--- config.mk ---
export PLATFORM = sky130hd
export DESIGN_NAME = linear_image_sensor_readout_sequencer_unit
export DESIGN_NICKNAME = d
export VERILOG_FILES = /design/src/rtl/lisrs_pkg.sv /design/src/rtl/lisrs_cfg.sv /design/src/rtl/lisrs_core.sv /design/src/rtl/lisrs_out.sv /design/src/rtl/linear_image_sensor_readout_sequencer_unit.sv
export SDC_FILE = /design/constraint.sdc
export NUM_CORES = 1
export LEC_CHECK = 0
export BUFFER_PORTS_ARGS = -buffer_cell sky130_fd_sc_hd__buf_2
export CAP_MARGIN = 30
export CELL_PAD_IN_SITES_DETAIL_PLACEMENT = 1
export CELL_PAD_IN_SITES_GLOBAL_PLACEMENT = 2
export CORE_MARGIN = 4
export CORE_UTILIZATION = 36
export CTS_CLUSTER_DIAMETER = 150
export DETAILED_ROUTE_END_ITERATION = 7
export PLACE_DENSITY = 0.87
export SYNTH_ARGS = -nofsm -noshare
export SYNTH_HDL_FRONTEND = slang
export SYNTH_HIERARCHICAL = 1
export SYNTH_SLANG_ARGS = --single-unit
--- constraint.sdc ---
create_clock -name clk -period 4.5 [get_ports clk]
set_input_delay 0.45 -clock clk [delete_from_list [all_inputs] [get_ports clk]]
set_output_delay 0.45 -clock clk [all_outputs]
set_load 0.03 [all_outputs]
--- src/rtl/lisrs_pkg.sv ---
// ----------------------------------------------------------------------------
// lisrs_pkg
// Types and constants shared by the readout sequencer modules.
// ----------------------------------------------------------------------------
package lisrs_pkg;

	localparam int PIXEL_COUNT = 288;
	localparam int SAMPLE_BITS = 12;

	localparam int PIX_CNT_W = (PIXEL_COUNT > 1) ? $clog2(PIXEL_COUNT) : 1;
	localparam int PIX_CMP_W = PIX_CNT_W + 1;
	localparam int PIX_EXT_W = (PIX_CNT_W > 9) ? PIX_CNT_W : 9;

	localparam int SAMPLE_W  = 12;
	localparam logic [SAMPLE_W-1:0] SAMPLE_MASK =
		(SAMPLE_BITS >= SAMPLE_W) ? {SAMPLE_W{1'b1}} : SAMPLE_W'((1 << SAMPLE_BITS) - 1);

	localparam int CLK_LEFT_W = 6;
	localparam logic [CLK_LEFT_W-1:0] PRE_CLOCKS   = 6'd3;
	localparam logic [CLK_LEFT_W-1:0] SHIFT_CLOCKS = 6'd48;
	localparam logic [CLK_LEFT_W-1:0] WAIT_CLOCKS  = 6'd40;

	// configuration register indexes
	localparam logic [1:0] REG_HALF_PERIOD = 2'd0;
	localparam logic [1:0] REG_INTEG_TIME  = 2'd1;

	typedef enum logic [2:0] {
		PH_IDLE,
		PH_LEADHI,
		PH_LEADLO,
		PH_PRE,
		PH_INTEG,
		PH_SHIFT,
		PH_WAIT,
		PH_PIXEL
	} phase_t;

	typedef struct packed {
		logic [15:0] half_period;
		logic [23:0] integ_time;
	} cfg_t;

	typedef struct packed {
		logic        clk_level;
		logic        st_level;
		logic        busy_res;
		logic        pixel_valid;
		logic [8:0]  pixel_index;
		logic [11:0] pixel_value;
		logic        last_pixel;
		logic [31:0] integ_ticks;
	} res_t;

endpackage

--- src/rtl/lisrs_cfg.sv ---
// ----------------------------------------------------------------------------
// lisrs_cfg
// Configuration register file: half period and integration time.
// ----------------------------------------------------------------------------
module lisrs_cfg (
	input  logic               clk,
	input  logic               arst_n,
	input  logic               cfg_valid,
	output logic               cfg_ready,
	input  logic [1:0]         cfg_index,
	input  logic [23:0]        cfg_data,
	output lisrs_pkg::cfg_t    cfg
);

	logic [15:0] half_period_q;
	logic [23:0] integ_time_q;

	assign cfg_ready = 1'b1;

	always_ff @(posedge clk or negedge arst_n) begin
		if (!arst_n) begin
			half_period_q <= 16'd1;
			integ_time_q  <= '0;
		end else if (cfg_valid) begin
			unique case (cfg_index)
				lisrs_pkg::REG_HALF_PERIOD: half_period_q <= cfg_data[15:0];
				lisrs_pkg::REG_INTEG_TIME:  integ_time_q  <= cfg_data;
				default: ;  // unknown index, dropped
			endcase
		end
	end

	assign cfg.half_period = half_period_q;
	assign cfg.integ_time  = integ_time_q;

endmodule

--- src/rtl/lisrs_core.sv ---
// ----------------------------------------------------------------------------
// lisrs_core
// Sequencer state and per-tick pin / pixel logic.
// ----------------------------------------------------------------------------
module lisrs_core (
	input  logic               clk,
	input  logic               arst_n,
	input  logic               tick,
	input  logic               req_type,
	input  logic [11:0]        adc_sample,
	input  lisrs_pkg::cfg_t    cfg,
	output lisrs_pkg::res_t    res
);

	lisrs_pkg::phase_t                    phase_q, phase_n;
	logic [15:0]                          htc_q, htc_n;
	logic [lisrs_pkg::CLK_LEFT_W-1:0]     cl_q, cl_n;
	logic [31:0]                          ie_q, ie_n;
	logic [lisrs_pkg::PIX_CNT_W-1:0]      pc_q, pc_n;
	logic                                 clk_q, clk_n;
	logic                                 st_q, st_n;

	logic [15:0]                          hp;
	logic [16:0]                          htc_inc;
	logic                                 half_end;
	logic [31:0]                          ie_inc;
	logic [lisrs_pkg::PIX_CMP_W-1:0]      pc_inc;
	logic                                 more_pix;
	logic                                 cap;
	logic [lisrs_pkg::PIX_CMP_W-1:0]      cap_idx;
	logic [lisrs_pkg::PIX_EXT_W-1:0]      cap_ext;
	logic                                 last;

	assign hp       = (cfg.half_period == 16'd0) ? 16'd1 : cfg.half_period;
	assign htc_inc  = {1'b0, htc_q} + 17'd1;
	assign half_end = (phase_q != lisrs_pkg::PH_IDLE) && (htc_inc >= {1'b0, hp});
	assign ie_inc   = ie_q + 32'd1;
	assign pc_inc   = {1'b0, pc_q} + lisrs_pkg::PIX_CMP_W'(1);
	assign more_pix = pc_inc < lisrs_pkg::PIX_CMP_W'(lisrs_pkg::PIXEL_COUNT);

	// next state
	always_comb begin
		phase_n = phase_q;
		htc_n   = htc_q;
		cl_n    = cl_q;
		ie_n    = ie_q;
		pc_n    = pc_q;
		clk_n   = clk_q;
		st_n    = st_q;
		if (phase_q == lisrs_pkg::PH_IDLE) begin
			if (req_type) begin
				phase_n = lisrs_pkg::PH_LEADHI;
				clk_n   = 1'b1;
				htc_n   = '0;
			end
		end else begin
			if (phase_q == lisrs_pkg::PH_INTEG || phase_q == lisrs_pkg::PH_SHIFT)
				ie_n = ie_inc;
			htc_n = htc_inc[15:0];
			if (half_end) begin
				htc_n = '0;
				if (phase_q == lisrs_pkg::PH_LEADHI) begin
					clk_n   = 1'b0;
					st_n    = 1'b1;
					phase_n = lisrs_pkg::PH_LEADLO;
				end else if (phase_q == lisrs_pkg::PH_LEADLO) begin
					phase_n = lisrs_pkg::PH_PRE;
					cl_n    = lisrs_pkg::PRE_CLOCKS;
					clk_n   = 1'b1;
				end else if (clk_q) begin
					clk_n = 1'b0;
				end else if (phase_q == lisrs_pkg::PH_INTEG) begin
					clk_n = 1'b1;
					if ({8'd0, cfg.integ_time} <= ie_inc) begin
						st_n    = 1'b0;
						phase_n = lisrs_pkg::PH_SHIFT;
						cl_n    = lisrs_pkg::SHIFT_CLOCKS;
					end
				end else if (phase_q == lisrs_pkg::PH_PIXEL) begin
					if (more_pix) begin
						pc_n  = pc_inc[lisrs_pkg::PIX_CNT_W-1:0];
						clk_n = 1'b1;
					end else begin
						phase_n = lisrs_pkg::PH_IDLE;
					end
				end else begin
					cl_n  = cl_q - lisrs_pkg::CLK_LEFT_W'(1);
					clk_n = 1'b1;
					if (cl_q == lisrs_pkg::CLK_LEFT_W'(1)) begin
						unique case (phase_q)
							lisrs_pkg::PH_PRE: begin
								ie_n = '0;
								if (cfg.integ_time != 24'd0) begin
									phase_n = lisrs_pkg::PH_INTEG;
								end else begin
									st_n    = 1'b0;
									phase_n = lisrs_pkg::PH_SHIFT;
									cl_n    = lisrs_pkg::SHIFT_CLOCKS;
								end
							end
							lisrs_pkg::PH_SHIFT: begin
								phase_n = lisrs_pkg::PH_WAIT;
								cl_n    = lisrs_pkg::WAIT_CLOCKS;
							end
							default: begin
								phase_n = lisrs_pkg::PH_PIXEL;
								pc_n    = '0;
							end
						endcase
					end
				end
			end
		end
	end

	// result of this tick
	always_comb begin
		cap     = half_end && !clk_q &&
			((phase_q == lisrs_pkg::PH_PIXEL && more_pix) ||
			 (phase_q == lisrs_pkg::PH_WAIT && cl_q == lisrs_pkg::CLK_LEFT_W'(1)));
		cap_idx = (phase_q == lisrs_pkg::PH_PIXEL) ? pc_inc : '0;
		cap_ext = lisrs_pkg::PIX_EXT_W'(cap_idx);
		last    = cap && (cap_idx + lisrs_pkg::PIX_CMP_W'(1) >=
			lisrs_pkg::PIX_CMP_W'(lisrs_pkg::PIXEL_COUNT));

		res.clk_level   = clk_n;
		res.st_level    = st_n;
		res.busy_res    = phase_n != lisrs_pkg::PH_IDLE;
		res.pixel_valid = cap;
		res.pixel_index = cap ? cap_ext[8:0] : 9'd0;
		res.pixel_value = cap ? (adc_sample & lisrs_pkg::SAMPLE_MASK) : 12'd0;
		res.last_pixel  = last;
		res.integ_ticks = last ? ie_n : 32'd0;
	end

	always_ff @(posedge clk or negedge arst_n) begin
		if (!arst_n) begin
			phase_q <= lisrs_pkg::PH_IDLE;
			htc_q   <= '0;
			cl_q    <= '0;
			ie_q    <= '0;
			pc_q    <= '0;
			clk_q   <= 1'b0;
			st_q    <= 1'b0;
		end else if (tick) begin
			phase_q <= phase_n;
			htc_q   <= htc_n;
			cl_q    <= cl_n;
			ie_q    <= ie_n;
			pc_q    <= pc_n;
			clk_q   <= clk_n;
			st_q    <= st_n;
		end
	end

endmodule

--- src/rtl/lisrs_out.sv ---
// ----------------------------------------------------------------------------
// lisrs_out
// Result register with a skid entry, so input keeps flowing while one result is stalled.
// ----------------------------------------------------------------------------
module lisrs_out (
	input  logic               clk,
	input  logic               arst_n,
	input  logic               push,
	output logic               push_ready,
	input  lisrs_pkg::res_t    push_res,
	output logic               out_valid,
	input  logic               out_ready,
	output lisrs_pkg::res_t    out_res
);

	logic             out_valid_q;
	logic             skid_valid_q;
	lisrs_pkg::res_t  out_q;
	lisrs_pkg::res_t  skid_q;

	assign push_ready = !skid_valid_q;
	assign out_valid  = out_valid_q;
	assign out_res    = out_q;

	always_ff @(posedge clk or negedge arst_n) begin
		if (!arst_n) begin
			out_valid_q  <= 1'b0;
			skid_valid_q <= 1'b0;
		end else if (push) begin
			if (!out_valid_q || out_ready)
				out_valid_q <= 1'b1;
			else
				skid_valid_q <= 1'b1;
		end else if (out_valid_q && out_ready) begin
			if (skid_valid_q)
				skid_valid_q <= 1'b0;
			else
				out_valid_q <= 1'b0;
		end
	end

	always_ff @(posedge clk) begin
		if (push) begin
			if (!out_valid_q || out_ready)
				out_q <= push_res;
			else
				skid_q <= push_res;
		end else if (out_valid_q && out_ready && skid_valid_q) begin
			out_q <= skid_q;
		end
	end

endmodule

--- src/rtl/linear_image_sensor_readout_sequencer_unit.sv ---
// ----------------------------------------------------------------------------
// Linear image sensor readout sequencer
// Drives clock and start pins of a linear spectrometer sensor from a tick
// stream and emits captured pixel samples.
// ----------------------------------------------------------------------------
// Every request on the slave stream is one tick of the time base (nominally
// 1 us). A request with tuser set starts a readout when the sequencer is idle;
// while busy it is just a tick. The sequence is a lead clock (start rises
// as its low half begins), the pre clocks, integration clocks until the elapsed
// count reaches integ_time, start low with shift clocks, wait clocks, then one
// clock per pixel. Each half of the sensor clock lasts half_period ticks (0
// acts as 1). A pixel is captured on the tick that raises its clock, from that
// tick's adc_sample; the last pixel also reports the integration time.
// Exactly one result request is produced per tick request, in order.
// Rate: one request per clock while s_tready is high. A result is registered
// in the output register, or in the skid entry under stall. The sequencer
// state updates once per tick, and a two-entry result stage (output register
// plus skid entry) keeps s_tready high while one result waits for m_tready.
// Configuration writes are always accepted and should be issued while idle.
// ----------------------------------------------------------------------------
module linear_image_sensor_readout_sequencer_unit (
	input  logic        clk,
	input  logic        arst_n,
	// configuration write channel
	input  logic        cfg_valid,
	output logic        cfg_ready,
	input  logic [1:0]  cfg_index,   // 0 half_period, 1 integ_time
	input  logic [23:0] cfg_data,
	// tick requests
	input  logic        s_tvalid,
	output logic        s_tready,
	input  logic [15:0] s_tdata,     // [11:0] adc_sample, rest zero
	input  logic        s_tuser,     // req_type
	// results
	output logic        m_tvalid,
	input  logic        m_tready,
	output logic [55:0] m_tdata,     // [0] clk_level, [1] st_level, [2] busy_res,
	                                 // [11:3] pixel_index, [23:12] pixel_value,
	                                 // [55:24] integ_ticks
	output logic        m_tuser,     // pixel_valid
	output logic        m_tlast      // last_pixel
);

	lisrs_pkg::cfg_t  cfg;
	lisrs_pkg::res_t  core_res;
	lisrs_pkg::res_t  out_res;
	logic             tick;

	// a tick is taken whenever the result stage has room
	assign tick = s_tvalid && s_tready;

	lisrs_cfg u_cfg (
		.clk       (clk),
		.arst_n    (arst_n),
		.cfg_valid (cfg_valid),
		.cfg_ready (cfg_ready),
		.cfg_index (cfg_index),
		.cfg_data  (cfg_data),
		.cfg       (cfg)
	);

	lisrs_core u_core (
		.clk        (clk),
		.arst_n     (arst_n),
		.tick       (tick),
		.req_type   (s_tuser),
		.adc_sample (s_tdata[11:0]),
		.cfg        (cfg),
		.res        (core_res)
	);

	lisrs_out u_out (
		.clk        (clk),
		.arst_n     (arst_n),
		.push       (tick),
		.push_ready (s_tready),
		.push_res   (core_res),
		.out_valid  (m_tvalid),
		.out_ready  (m_tready),
		.out_res    (out_res)
	);

	// pack result fields, highest first, clk_level at bit 0
	assign m_tdata = {out_res.integ_ticks, out_res.pixel_value, out_res.pixel_index,
		out_res.busy_res, out_res.st_level, out_res.clk_level};
	assign m_tuser = out_res.pixel_valid;
	assign m_tlast = out_res.last_pixel;

endmodule

* Word level (Yosys, flattened, before mapping)
Cells that the tools add are included.
** Word-level totals
- Bits in registers :: 226
- Input bits :: 48
- Output and inout port bits :: 61
- Word-level logic and storage cells :: 167
** Operators by class
- $add $sub $neg :: 5
- $lt $le $gt $ge :: 4
- Equal/unequal tests :: 18
- Mux-type cells :: 73
- Bitwise logic cells :: 6
- Reductions and logical operators :: 34
** Operators by type and width (number)
- $mux W32 :: 11
- $mux W58 :: 3
- $mux W16 :: 4
- $mux W9 :: 5
- $mux W6 :: 7
- $mux W3 :: 11
- $add A32 B1 Y32 const B :: 1
- $le A24 B32 Y1 :: 1
- $mux W1 :: 28
- $reduce_bool A24 Y1 :: 1
- $add A16 B1 Y17 const B :: 1
- $ge A17 B16 Y1 :: 1
- $logic_not A16 Y1 :: 1
- $eq A3 B3 Y1 const B :: 4
- $mux W12 :: 1
- $pmux W6 S2 :: 1
- $reduce_and A2 Y1 :: 6
- $add A10 B1 Y10 const B :: 1
- $add A9 B1 Y10 const B :: 1
- $ge A10 B9 Y1 const B :: 1
- $lt A10 B9 Y1 const B :: 1
- $mux W10 :: 1
- $reduce_and A10 Y1 :: 1
- $logic_and A1 B1 Y1 :: 9
- other kinds (20) :: 38

* Depth between registers and ports, before layout
Gate-level depths: netlist of run 1.
- Word-level depth :: 15
- Depth in mapped cells :: 19
- Mapped depth without buffers :: 16

* Hierarchy
Netlist of run 1, hierarchy kept.
** By module, submodules not included
- lisrs_core :: times used 1, cells an instance 843, area an instance 6408.6 sq um, seq. area each 1701.6 sq um
- lisrs_out :: times used 1, cells an instance 194, area an instance 4571.9 sq um, seq. area each 3533.4 sq um
- lisrs_cfg :: times used 1, cells an instance 87, area an instance 1532.7 sq um, seq. area each 1002.2 sq um
- linear_image_sensor_readout_sequencer_unit :: times used 1, cells an instance 1, area an instance 6.3 sq um, seq. area each 0.0 sq um

* Worst setup path before layout of run 1
OpenSTA, ideal clock, no wires.
- Path kind :: reg-to-reg
- Start point :: register u_core.ie_q[5]
- End point :: register u_out.out_q (netlist bit u_out/out_res[56]), data pin
- Setup time :: 0.260 ns
- Arrival time :: 4.021 ns
- Required time :: 4.240 ns
- Slack :: 0.219 ns
- Stages on the path, launching flop included :: 19
- Buffers on the path :: 4
- Clock period less this slack :: 4.281 ns
- Cell sequence :: dfrtp_1 buf_2 nand4_4 or4_1 clkbuf_2 or4_1 buf_2 nor2_1 xnor2_1 ha_1 and4_1 a211o_1 o21ai_0 nor3_1 and3_1 o31ai_1 o31ai_1 buf_4 mux2_4
** Between the ends
- Longest elaborated chain between the ends :: 11
** Ends and longest elaborated chain
- start, declared :: line lisrs_core.sv:18 : logic [31:0] ie_q, ie_n;
- start signal, assigned :: line lisrs_core.sv:149 : ie_q <= ie_n;
- $add A32 B1 Y32 :: line lisrs_core.sv:37 : assign ie_inc = ie_q + 32'd1;
- $le A24 B32 Y1 :: line lisrs_core.sv:74 : if ({8'd0, cfg.integ_time} <= ie_inc) begin
- $mux W1 :: line lisrs_core.sv:74
- $mux W1 :: line lisrs_core.sv:72 : end else if (phase_q == lisrs_pkg::PH_INTEG) begin
- $mux W1 :: line lisrs_core.sv:70 : end else if (clk_q) begin
- $mux W1 :: line lisrs_core.sv:66 : end else if (phase_q == lisrs_pkg::PH_LEADLO) begin
- $mux W1 :: line lisrs_core.sv:62 : if (phase_q == lisrs_pkg::PH_LEADHI) begin
- $mux W1 :: line lisrs_core.sv:60 : if (half_end) begin
- $mux W1 :: line lisrs_core.sv:50 : if (phase_q == lisrs_pkg::PH_IDLE) begin
- net u_core.st_n :: line lisrs_core.sv:21 : logic st_q, st_n;
- $mux W58 :: line lisrs_out.sv:44 : if (!out_valid_q || out_ready)
- $mux W58 :: line lisrs_out.sv:43 : if (push) begin
- end signal, assigned :: line lisrs_out.sv:45 : out_q <= push_res;
- end signal, assigned :: line lisrs_out.sv:49 : out_q <= skid_q;
- end, declared :: line lisrs_out.sv:18 : lisrs_pkg::res_t out_q;
The timed path passes the listed nets, and every way through them passes these cells. The select of a mux whose other input is x is not followed.
A chain may end at the register's enable or synchronous reset.

==> results of run 1 <==
power by group:
part	leakage (nW)	switching, mW	internal [mW]
clock	0.437	0.892	1.29
combinational	2.97	1.10	0.611
sequential	2.52	0.199	2.55
total	5.92	2.19	4.44
sequential cells by signal (all words and copies together), names as in the netlist, 3 cells and up:
register / count
u_out/out_res: 58
u_core/ie_q: 32
u_cfg/integ_time_q: 24
u_cfg/half_period_q: 16
u_core/pc_q: 9
u_core/htc_q: 16
u_out/skid_q: 58
u_core/phase_q: 3
u_core/cl_q: 6
through the flow:
stage               utilization, %  cell area, sq um  instances
floorplan                        -             12500       1125
global placement              39.4             13600       1662
detailed placement            39.4             13600       1662
CTS                           42.0             14500       1710
global route                  42.2             14500       1711
finish                        42.2             14500       1711
worst max path at each step:
| stage | slack [ns] | endpoint | depth (start not counted) |
|---|---|---|---|
| 3_5_place_dp | 0.05 | u_out/out_res[56]$_DFFE_PP_ | 14 |
| 6_report | 0.18 | u_out/out_res[56]$_DFFE_PP_ | 14 |
| 3_3_place_gp | 0.11 | u_out/out_res[56]$_DFFE_PP_ | 14 |
| 4_1_cts | 0.10 | u_out/out_res[56]$_DFFE_PP_ | 14 |
| 2_1_floorplan | 0.22 | u_out/out_res[56]$_DFFE_PP_ | 18 |
| 5_1_grt | 0.009 | u_out/out_res[56]$_DFFE_PP_ | 14 |
critical path, stage by stage, from the launching register on:
cell and delay (ns):
dfrtp_1 0.41, nand3_1 0.18, or4_1 0.56, or4_4 0.56, nor2_1 0.14, xnor2_1 0.22, ha_1 0.33, and4_1 0.22
a211o_1 0.27, o21ai_1 0.22, nor3_1 0.10, and3_1 0.18, o31ai_2 0.22, o31ai_1 0.14, mux2_4 0.29
timing repair:
item                       CTS  global route
setup endpoints to repair    1            37
hold endpoints to repair     0             0
gates resized for setup      1            14
pin swaps                    0             0
setup buffers                0             1
area by class of cell:
class	count	area, sq um
Clock inverter	14	151
Tap cell	455	569
Timing Repair Buffer	157	948
Sequential cell	226	6240
Clock buffer	34	742
Inverter	38	143
Fill cell	3824	19900
Multi-Input combinational cell	787	5750
routing by layer:
metal | GRT usage, % | vias to the layer above
li1 | - | 4349
met1 | 24.2 | 4627
met2 | 28.2 | 176
met3 | 2.58 | 36
met4 | 3.49 | 2
met5 | 0 | -
cells in the final DEF (no fill, tap or decap), drive strengths merged, types with 3 or more instances in the layout:
master / instances
nor2b: 5
a211oi: 5
a22o: 26
edfxtp: 116
mux2: 104
clkinv: 10
a31oi: 9
nand3: 47
nand3b: 3
a211o: 5
nor3: 20
dfrtp: 109
ha: 45
a32o: 3
a21oi: 54
and2: 22
and4: 6
nor2: 89
xnor2: 27
xor2: 20
a22oi: 11
inv: 38
nand2: 94
o22ai: 5
and3: 15
or3: 9
o31ai: 11
or4: 4
a221o: 3
nand4: 20
buf: 157
o211ai: 8
nor3b: 6
nand2b: 3
a21o: 11
o21ai: 58
clkbuf: 34
nor4: 16
a2bb2oi: 4
cell families (layout without fill, tap and decap cells):
family                   after synthesis  after routing  share of synthesized area, %
AO/OA/AOI/OAI                        227            227                          12.0
XOR/XNOR                              47             47                          3.29
adder cells (fa/ha/maj)               45             45                          4.50
buffers and inverters                112            243                          4.81
flip-flops                           226            226                          49.8
multiplexers                         105            105                          11.2
other                                  1              1                        0.0300
AND/OR/NAND/NOR                      362            362                          14.4
==> results.py, run 1 <==
metrics = {
    "route": {
        "drt-initial-drc-count": 650,
        "met2_length_mm": 15.7,
        "top_layer_used": "met5",
        "routedWlPerCell_um": 19.2,
        "via_count": 9190,
        "drc": 0,
        "drt.antenna.violating_nets": 0,
        "routed_wl_mm": 32.9,
        "vias_per_cell": 5.37,
        "first_pass_iters": 5,
        "wl_met3_mm": 1.42,
        "drt-met1-wl_mm": 15.2,
    },
    "yosys": {
        "avgSynthCellArea_sq_um": 11.1,
        "synth_ff_type": "edfxtp_1",
        "synth_seq_cells": 226,
        "seq_area_frac_synth_pct": 49.8,
        "yosys.area.top_type": "edfxtp_1",
        "synth_top_area_share_pct": 27.8,
        "synth_common_cells": "edfxtp_1 (116), dfrtp_1 (109), nand2_1 (94)",
        "synthArstFlopShare_pct": 48.7,
        "syn_inst": 1125,
        "syn-num-nets": 1218,
        "synth_cell_types": 73,
        "syn_area_sq_um": 12500,
        "yosysMostFrequentCell": "edfxtp_1",
        "synthTopCellsByArea": "edfxtp_1 (28%), dfrtp_1 (22%), mux2_4 (7.0%), ha_1 (4.5%), mux2_2 (4.1%)",
        "synth_enable_flop_cells": 116,
        "yosys_warnings": 6,
    },
    "global_routing": {
        "grt_pass1_wl_mm": 53.7,
        "grt-ovfl-total": 0,
        "grt_usage_pct": 17.1,
        "antenna_found_initial": 1,
        "grt_max_degree": 64,
        "grt_pass1_vias": 9540,
    },
    "timing": {
        "period_share_pct": 96.0,
        "tightest_slew_ns": 0.900,
        "timing.fmax_mhz": 231,
        "finalHoldViolations": 0,
        "period_needed_ns": 4.32,
        "max_slew_margin_pct": 40.0,
        "skew_ns": 0.0384,
        "fin_ws_ns": 0.179,
        "setup_tns_ns": 0,
        "rsz0062_at_grt": "false",
        "finalSetupViolCount": 0,
        "hold_slack_ns": 0.0321,
        "drv_slew": 0,
    },
    "critical_path": {
        "worstPathRequired_ns": 4.78,
        "r2r-start": "u_core/ie_q[9]$_DFFE_PN0P_",
        "critPathKind": "reg2reg",
        "cp.arrival_ns": 4.61,
        "cp-startpoint": "u_core/ie_q[9]$_DFFE_PN0P_",
        "r2r_end": "u_out/out_res[56]$_DFFE_PP_",
        "worst_setup_path_start_kind": "flop",
        "cp_max_fo": 4,
        "reg2reg_depth": 14,
        "reg2reg_slack_ns": 0.18,
        "cp-end-kind": "flop",
    },
    "power": {
        "ir_drop_v": 0.000279,
        "power.leakage_nw": 5.92,
        "p_per_area_nw_per_um2": 456,
        "finalPower_mw": 6.63,
    },
    "layout": {
        "num-nets-final": 1329,
        "drive_gt1_share_pct": 26.5,
        "area_growth_syn_to_layout_pct": 16.1,
        "antenna_cells": 0,
    },
    "clocking": {
        "cts_sinks": 226,
        "hold_buffers": 0,
        "cts_max_path_buffers": 3,
        "clk_latency_ns": 0.56,
        "numCtsBuffers": 26,
        "htree_levels": 1,
        "clockRootBuffer": "clkbuf_16",
        "cts_tree": "done",
        "cts.reportedPaths.clkPinSlew_ns": 0.07,
    },
    "place": {
        "numPortBuffers": 103,
        "pre_cts_ws_ns": 0.0485,
        "globalplace.congestion": 0.871,
        "dpl.hpwl_mm": 23.7,
    },
    "floorplan": {
        "die_w_um": 194,
        "io_pins": 109,
        "rows": 68,
        "core_sq_um": 34500,
        "start_util_pct": 36.3,
        "die_h_um": 194,
        "die_area_sq_um": 37800,
    },
    "status": {
        "outcome": "finished, final reports clean",
    },
    "min_path": {
        "hp-class": "in2async",
    },
    "run": {
        "maxCapViolCount": 0,
    },
}
No activity file was read; power rests on OpenSTA's default activity.
==> inputs of run 2 (changes only) <==
CORE_UTILIZATION = 35   (was 36)
SYNTH_HIERARCHICAL = unset   (was 1)
==> run 2 against run 1 <==
Effect of this change: via count rose by 5.6%; core utilization decreased by 0.72 points; critical endpoint is now u_out.out_res[55]$_DFFE_PP_; largest cell class unchanged; final area fell by 0.98%; critical path type unchanged.
==> results.py, run 2 <==
metrics = {
    "yosys": {
        "seq_area_frac_synth_pct": 50.5,
        "synth_enable_flop_cells": 116,
        "syn-num-nets": 1334,
        "synth_ff_type": "edfxtp_1",
        "synthTopCellsByArea": "edfxtp_1 (28%), dfrtp_1 (22%), nor2_1 (4.8%), ha_1 (4.6%), nand2_1 (4.4%)",
        "syn_area_sq_um": 12400,
        "avgSynthCellArea_sq_um": 9.95,
        "yosys_warnings": 0,
        "synth_common_cells": "nor2_1 (157), nand2_1 (146), edfxtp_1 (116)",
        "syn_inst": 1241,
        "synth_top_area_share_pct": 28.2,
        "synth_cell_types": 72,
        "synthArstFlopShare_pct": 48.7,
        "yosys.area.top_type": "edfxtp_1",
        "synth_seq_cells": 226,
        "yosysMostFrequentCell": "nor2_1",
    },
    "floorplan": {
        "die_h_um": 196,
        "die_area_sq_um": 38400,
        "io_pins": 109,
        "die_w_um": 196,
        "rows": 68,
        "core_sq_um": 34700,
        "start_util_pct": 35.6,
    },
    "min_path": {
        "hold-path-cell-count": 2,
        "whs_endpoint": "u_cfg.integ_time_q[16]$_DFFE_PN0P_",
        "hold_path_startpoint": "cfg_data[16]",
        "hp-class": "in2reg",
    },
    "timing": {
        "setup_tns_ns": 0,
        "finalHoldViolations": 0,
        "timing.fmax_mhz": 236,
        "hold_slack_ns": 0.121,
        "drv_slew": 0,
        "period_share_pct": 94.1,
        "finalSetupViolCount": 0,
        "tightest_slew_ns": 1.01,
        "max_slew_margin_pct": 32.7,
        "period_needed_ns": 4.24,
        "skew_ns": 0.0150,
    },
    "place": {
        "globalplace.congestion": 0.830,
        "numPortBuffers": 103,
        "dpl.hpwl_mm": 24.7,
    },
    "critical_path": {
        "r2r_end": "u_out.out_res[55]$_DFFE_PP_",
        "critPathKind": "reg2reg",
        "path_cells": "and3_1 -> nand3_1 -> or2_2 -> inv_1 -> nand4_1 -> nor2_1 -> xor2_1 -> ha_1 -> and3_1 -> a221oi_1 -> o21ai_0 -> a211oi_2 -> nand2_1 -> buf_4 -> a31oi_1 -> nor2_1 -> o41a_1",
        "worstPathRequired_ns": 4.79,
        "worst_setup_path_start_kind": "flop",
        "slowest_stage": "dfrtp_2",
        "cpPeakStageDelay_ns": 0.41,
        "cp.arrival_ns": 4.53,
        "cp-end-kind": "flop",
        "reg2reg_slack_ns": 0.26,
        "r2r-start": "u_core.htc_q[0]$_DFFE_PN0P_",
        "reg2reg_depth": 17,
        "cp_max_fo": 9,
    },
    "route": {
        "routedWlPerCell_um": 19.3,
        "first_pass_iters": 4,
        "drc": 0,
        "vias_per_cell": 5.37,
        "via_count": 9709,
        "drt-initial-drc-count": 552,
        "drt.antenna.violating_nets": 0,
        "routed_wl_mm": 34.9,
    },
    "global_routing": {
        "grt_pass1_vias": 10099,
        "antenna_found_initial": 0,
        "grt-ovfl-total": 0,
        "grt_pass1_wl_mm": 55.7,
        "grt_max_degree": 66,
        "grt_usage_pct": 17.7,
    },
    "power": {
        "p_int_mw": 4.47,
        "ir_drop_v": 0.000358,
        "p_per_area_nw_per_um2": 463,
        "seqPwrFrac_pct": 42.6,
        "p_switching_mw": 2.20,
        "power_frac_clock_pct": 33.7,
        "comb_power_share_pct": 23.6,
        "power.leakage_nw": 5.66,
        "p_sw_share_pct": 33.0,
    },
    "clocking": {
        "cts_sinks": 226,
        "cts.reportedPaths.clkPinSlew_ns": 0.06,
        "htree_levels": 1,
        "cts_max_path_buffers": 3,
        "numCtsBuffers": 27,
        "clk_latency_ns": 0.56,
        "clockRootBuffer": "clkbuf_16",
        "cts_tree": "done",
    },
    "status": {
        "outcome": "finished, final reports clean",
    },
    "run": {
        "maxCapViolCount": 0,
    },
    "layout": {
        "drive_gt1_share_pct": 19.4,
        "num-nets-final": 1425,
        "area_growth_syn_to_layout_pct": 16.6,
        "final_common_cell": "nor2_1",
        "antenna_cells": 0,
        "mostFrequentLayoutCells": "nor2_1 (155), nand2_1 (145), edfxtp_1 (116)",
    },
}
==> run 2: cell count changes after synthesis, sizes merged, moves of 9 or more <==
cell / previous run / this run
mux2: 104 / 42
a32o: 3 / 17
nand3: 47 / 34
nand2: 94 / 148
a31oi: 9 / 20
nor2b: 5 / 14
a22o: 26 / 4
xnor2: 27 / 43
a22oi: 11 / 0
nor2: 89 / 157
o21ai: 58 / 106
a21oi: 54 / 39
==> run 2: repair_timing <==
action | in CTS | in global routing
gates cloned | 0 | 0
hold buffers | 1 | 0
buffers inserted | 0 | 2
resized for setup | 1 | 8
pin swaps | 0 | 3
setup endpoints to repair | 1 | 92
hold endpoints to repair | 51 | 0
==> run 2: logic make-up (layout without fill, tap and decap cells) <==
family | Yosys count | count (layout) | synth area share [%]
AND/OR/NAND/NOR | 492 | 492 | 19.0
other | 1 | 1 | 0.0304
buffers and inverters | 110 | 222 | 3.69
XOR/XNOR | 71 | 71 | 5.03
adder cells (fa/ha/maj) | 45 | 45 | 4.56
multiplexers | 44 | 44 | 3.99
AO/OA/AOI/OAI | 252 | 252 | 13.2
flip-flops | 226 | 226 | 50.5
==> run 2: metrics by stage <==
step                utilization (%)  power [mW]  cell area (sq um)  cells  worst slack [ns]
global placement               38.6        4.39              13400   1754             0.330
detailed placement             38.7        4.47              13400   1755          -0.00769
floorplan                         -        3.91              12400   1241             0.443
CTS                            41.3        6.76              14300   1806            0.0746
finish                         41.5        6.67              14400   1808             0.265
global route                   41.5        7.01              14400   1808          -0.00800
==> run 2: cell type report <==
cell class	instances	area, sq um
Inverter	31	116
Fill cell	3919	20300
Clock buffer	35	716
Sequential cell	226	6240
Clock inverter	15	189
Multi-Input combinational cell	905	5740
Tap cell	455	569
Timing Repair Buffer	141	826
==> run 2: power by group through the flow <==
stage | combinational (mW) | clock [mW] | sequential [mW]
2_1_floorplan | 0.602 | 0 | 3.31
3_3_place_gp | 1.53 | 0 | 2.86
3_5_place_dp | 1.58 | 0 | 2.89
4_1_cts | 1.59 | 2.32 | 2.85
5_1_grt | 1.72 | 2.40 | 2.89
6_report | 1.58 | 2.25 | 2.84
==> run 2: worst max-delay path by stage <==
stage	start	to	slack, ns
after floorplan	u_core.htc_q[0]$_DFFE_PN0P_	u_out.out_res[10]$_DFFE_PP_	0.44
after global placement	u_core.htc_q[0]$_DFFE_PN0P_	u_out.out_res[3]$_DFFE_PP_	0.33
after detailed placement	u_core.htc_q[0]$_DFFE_PN0P_	u_out.out_res[26]$_DFFE_PP_	-0.008
after CTS	u_core.htc_q[0]$_DFFE_PN0P_	u_core.ie_q[4]$_DFFE_PN0P_	0.07
after global routing	u_core.htc_q[0]$_DFFE_PN0P_	u_out.out_res[55]$_DFFE_PP_	-0.008
final	u_core.htc_q[0]$_DFFE_PN0P_	u_out.out_res[55]$_DFFE_PP_	0.26
==> run 2: routing by layer <==
metal  global-route usage [%]  share of wire, %  vias up
li1                         -                 -     4619
met1                     24.9                47     4857
met2                     29.0                47      187
met5                        0                 0        -
met4                     3.67               2.1        0
met3                     3.01               4.6       46
==> run 2: worst max-delay path, delay by kind of cell (launching register included) <==
family	cells	cell delay, ns
XOR/XNOR	1	0.26
flip-flops	1	0.41
AND/OR/NAND/NOR	8	1.36
adder cells (fa/ha/maj)	1	0.29
buffers and inverters	2	0.29
AO/OA/AOI/OAI	5	1.34
==> inputs of run 3 (changes only) <==
CORE_UTILIZATION = 30   (was 35)
PLACE_DENSITY = 0.78   (was 0.87)
==> run 3 against run 2 <==
Effect of this change: wire length increased by 0.13%; sequential share of layout area decreased by 0.41 points; flip-flop and latch count unchanged; worst setup slack got worse by 0.0018 ns; largest cell class unchanged.
==> results.py, run 3 (same netlist as run 2, synthesis figures left out) <==
metrics = {
    "critical_path": {
        "crit_buf_inv": 0,
        "slowest_stage": "dfrtp_1",
        "critical-path-top-delay-family": "simple AND/OR/NAND/NOR gates",
        "r2r_end": "u_out.out_res[56]$_DFFE_PP_",
        "critPathKind": "reg2reg",
        "path_cells": "nand4_2 -> or2_2 -> nor3_1 -> xnor2_1 -> ha_1 -> nand4_1 -> nor4_2 -> nand2_1 -> o211a_1 -> and4b_1 -> nor4_4 -> o31ai_2",
        "r2r-start": "u_core.ie_q[4]$_DFFE_PN0P_",
        "cp.arrival_ns": 4.54,
        "worst_setup_path_start_kind": "flop",
        "cpPeakStageDelay_ns": 0.52,
        "cp-end-kind": "flop",
        "reg2reg_depth": 12,
        "reg2reg_slack_ns": 0.26,
        "cp_max_fo": 9,
        "worstPathRequired_ns": 4.80,
    },
    "floorplan": {
        "rows": 74,
        "core_sq_um": 40700,
        "die_h_um": 211,
        "die_area_sq_um": 44500,
        "start_util_pct": 30.3,
        "io_pins": 109,
        "die_w_um": 211,
    },
    "timing": {
        "period_needed_ns": 4.24,
        "max_slew_margin_pct": 45.4,
        "tightest_slew_ns": 0.819,
        "rsz0062_at_grt": "false",
        "finalSetupViolCount": 0,
        "drv_slew": 0,
        "finalHoldViolations": 0,
        "timing.fmax_mhz": 236,
        "setup_tns_ns": 0,
        "skew_ns": 0.0276,
        "period_share_pct": 94.2,
    },
    "route": {
        "drc": 0,
        "first_pass_iters": 5,
        "via_count": 9720,
        "vias_per_cell": 5.12,
        "drt-initial-drc-count": 500,
        "routedWlPerCell_um": 18.4,
        "routed_wl_mm": 34.9,
        "drt.antenna.violating_nets": 0,
    },
    "clocking": {
        "cts_tree": "done",
        "clk_latency_ns": 0.57,
        "htree_levels": 1,
        "cts.reportedPaths.clkPinSlew_ns": 0.06,
        "numCtsBuffers": 28,
        "clockRootBuffer": "clkbuf_16",
        "cts_sinks": 226,
        "cts_max_path_buffers": 3,
    },
    "min_path": {
        "hold_path_startpoint": "cfg_data[18]",
        "whs_endpoint": "u_cfg.integ_time_q[18]$_DFFE_PN0P_",
        "hold-path-cell-count": 2,
        "hp-class": "in2reg",
    },
    "global_routing": {
        "antenna_found_initial": 0,
        "grt-ovfl-total": 0,
        "grt_pass1_wl_mm": 56.7,
        "grt_pass1_vias": 10079,
        "grt_max_degree": 66,
        "grt_usage_pct": 15.6,
    },
    "layout": {
        "final_common_cell": "nor2_1",
        "area_growth_syn_to_layout_pct": 17.7,
        "final_cells": 1897,
        "mostFrequentLayoutCells": "nor2_1 (155), nand2_1 (145), edfxtp_1 (116)",
        "post-route-util_pct": 35.7,
        "num-nets-final": 1436,
        "drive_gt1_share_pct": 19.9,
        "antenna_cells": 0,
    },
    "place": {
        "globalplace.congestion": 0.867,
        "numPortBuffers": 103,
        "place_inst": 1842,
        "dpl.hpwl_mm": 25.2,
    },
    "power": {
        "finalPower_mw": 6.57,
        "p_per_area_nw_per_um2": 452,
        "power.leakage_nw": 5.69,
        "ir_drop_v": 0.000280,
    },
    "status": {
        "outcome": "finished, final reports clean",
    },
    "run": {
        "maxCapViolCount": 0,
    },
}
[run 3: area by class of cell]
type | count | area (sq um)
clock inverters | 17 | 154
multi-input cells | 905 | 5720
clock buffers | 35 | 727
well taps | 532 | 666
inverters | 31 | 116
repair buffers | 151 | 917
fillers | 4593 | 26200
flip-flops and latches | 226 | 6240
[run 3: metrics by stage]
stage               instance area [sq um]  setup slack (ns)  hold WS [ns]
floorplan                           12400             0.443         0.154
global placement                    13600             0.184         0.472
detailed placement                  13600            0.0765         0.471
CTS                                 14500            0.0572        0.0996
global route                        14500           0.00710         0.116
finish                              14500             0.263         0.126
[run 3: how the worst max path moves through the flow]
| stage | from | endpoint | depth (start not counted) |
|---|---|---|---|
| floorplan | u_core.htc_q[0]$_DFFE_PN0P_ | u_out.out_res[10]$_DFFE_PP_ | 18 |
| global placement | u_core.htc_q[0]$_DFFE_PN0P_ | u_out.skid_q[6]$_DFFE_PP_ | 17 |
| detailed placement | u_core.htc_q[0]$_DFFE_PN0P_ | u_out.skid_q[8]$_DFFE_PP_ | 17 |
| CTS | u_core.htc_q[0]$_DFFE_PN0P_ | u_out.skid_q[8]$_DFFE_PP_ | 17 |
| global route | u_core.htc_q[0]$_DFFE_PN0P_ | u_out.out_res[20]$_DFFE_PP_ | 18 |
| finish | u_core.ie_q[4]$_DFFE_PN0P_ | u_out.out_res[56]$_DFFE_PP_ | 12 |
[run 3: timing repair]
item,in CTS,in global routing
hold buffers,1,0
endpoints found under the hold margin,33,0
resized for setup,0,6
endpoints found under the setup margin,0,100
buffers inserted,0,2
[run 3: metal layers]
layer  up-vias  track usage (%)  wire length (um)
li1       4636                -                 -
met5         -                0                 0
met3        55             2.52              1510
met2       198             25.0             15800
met4         0             4.09               861
met1      4831             22.2             16800
[run 3: worst register-to-register path, delay by kind of cell (launching register included)]
kind	cells	cell delay (ns)
AOI/OAI and AO/OA	2	0.31
xor gates and xnor gates	1	0.23
adders and majority gates	1	0.34
DFF	1	0.52
and+or+nand+nor	8	2.61
[run 3: power breakdown]
| group | switching [mW] | internal (mW) |
|---|---|---|
| clock network | 0.916 | 1.26 |
| registers | 0.180 | 2.66 |
| logic | 1.10 | 0.453 |
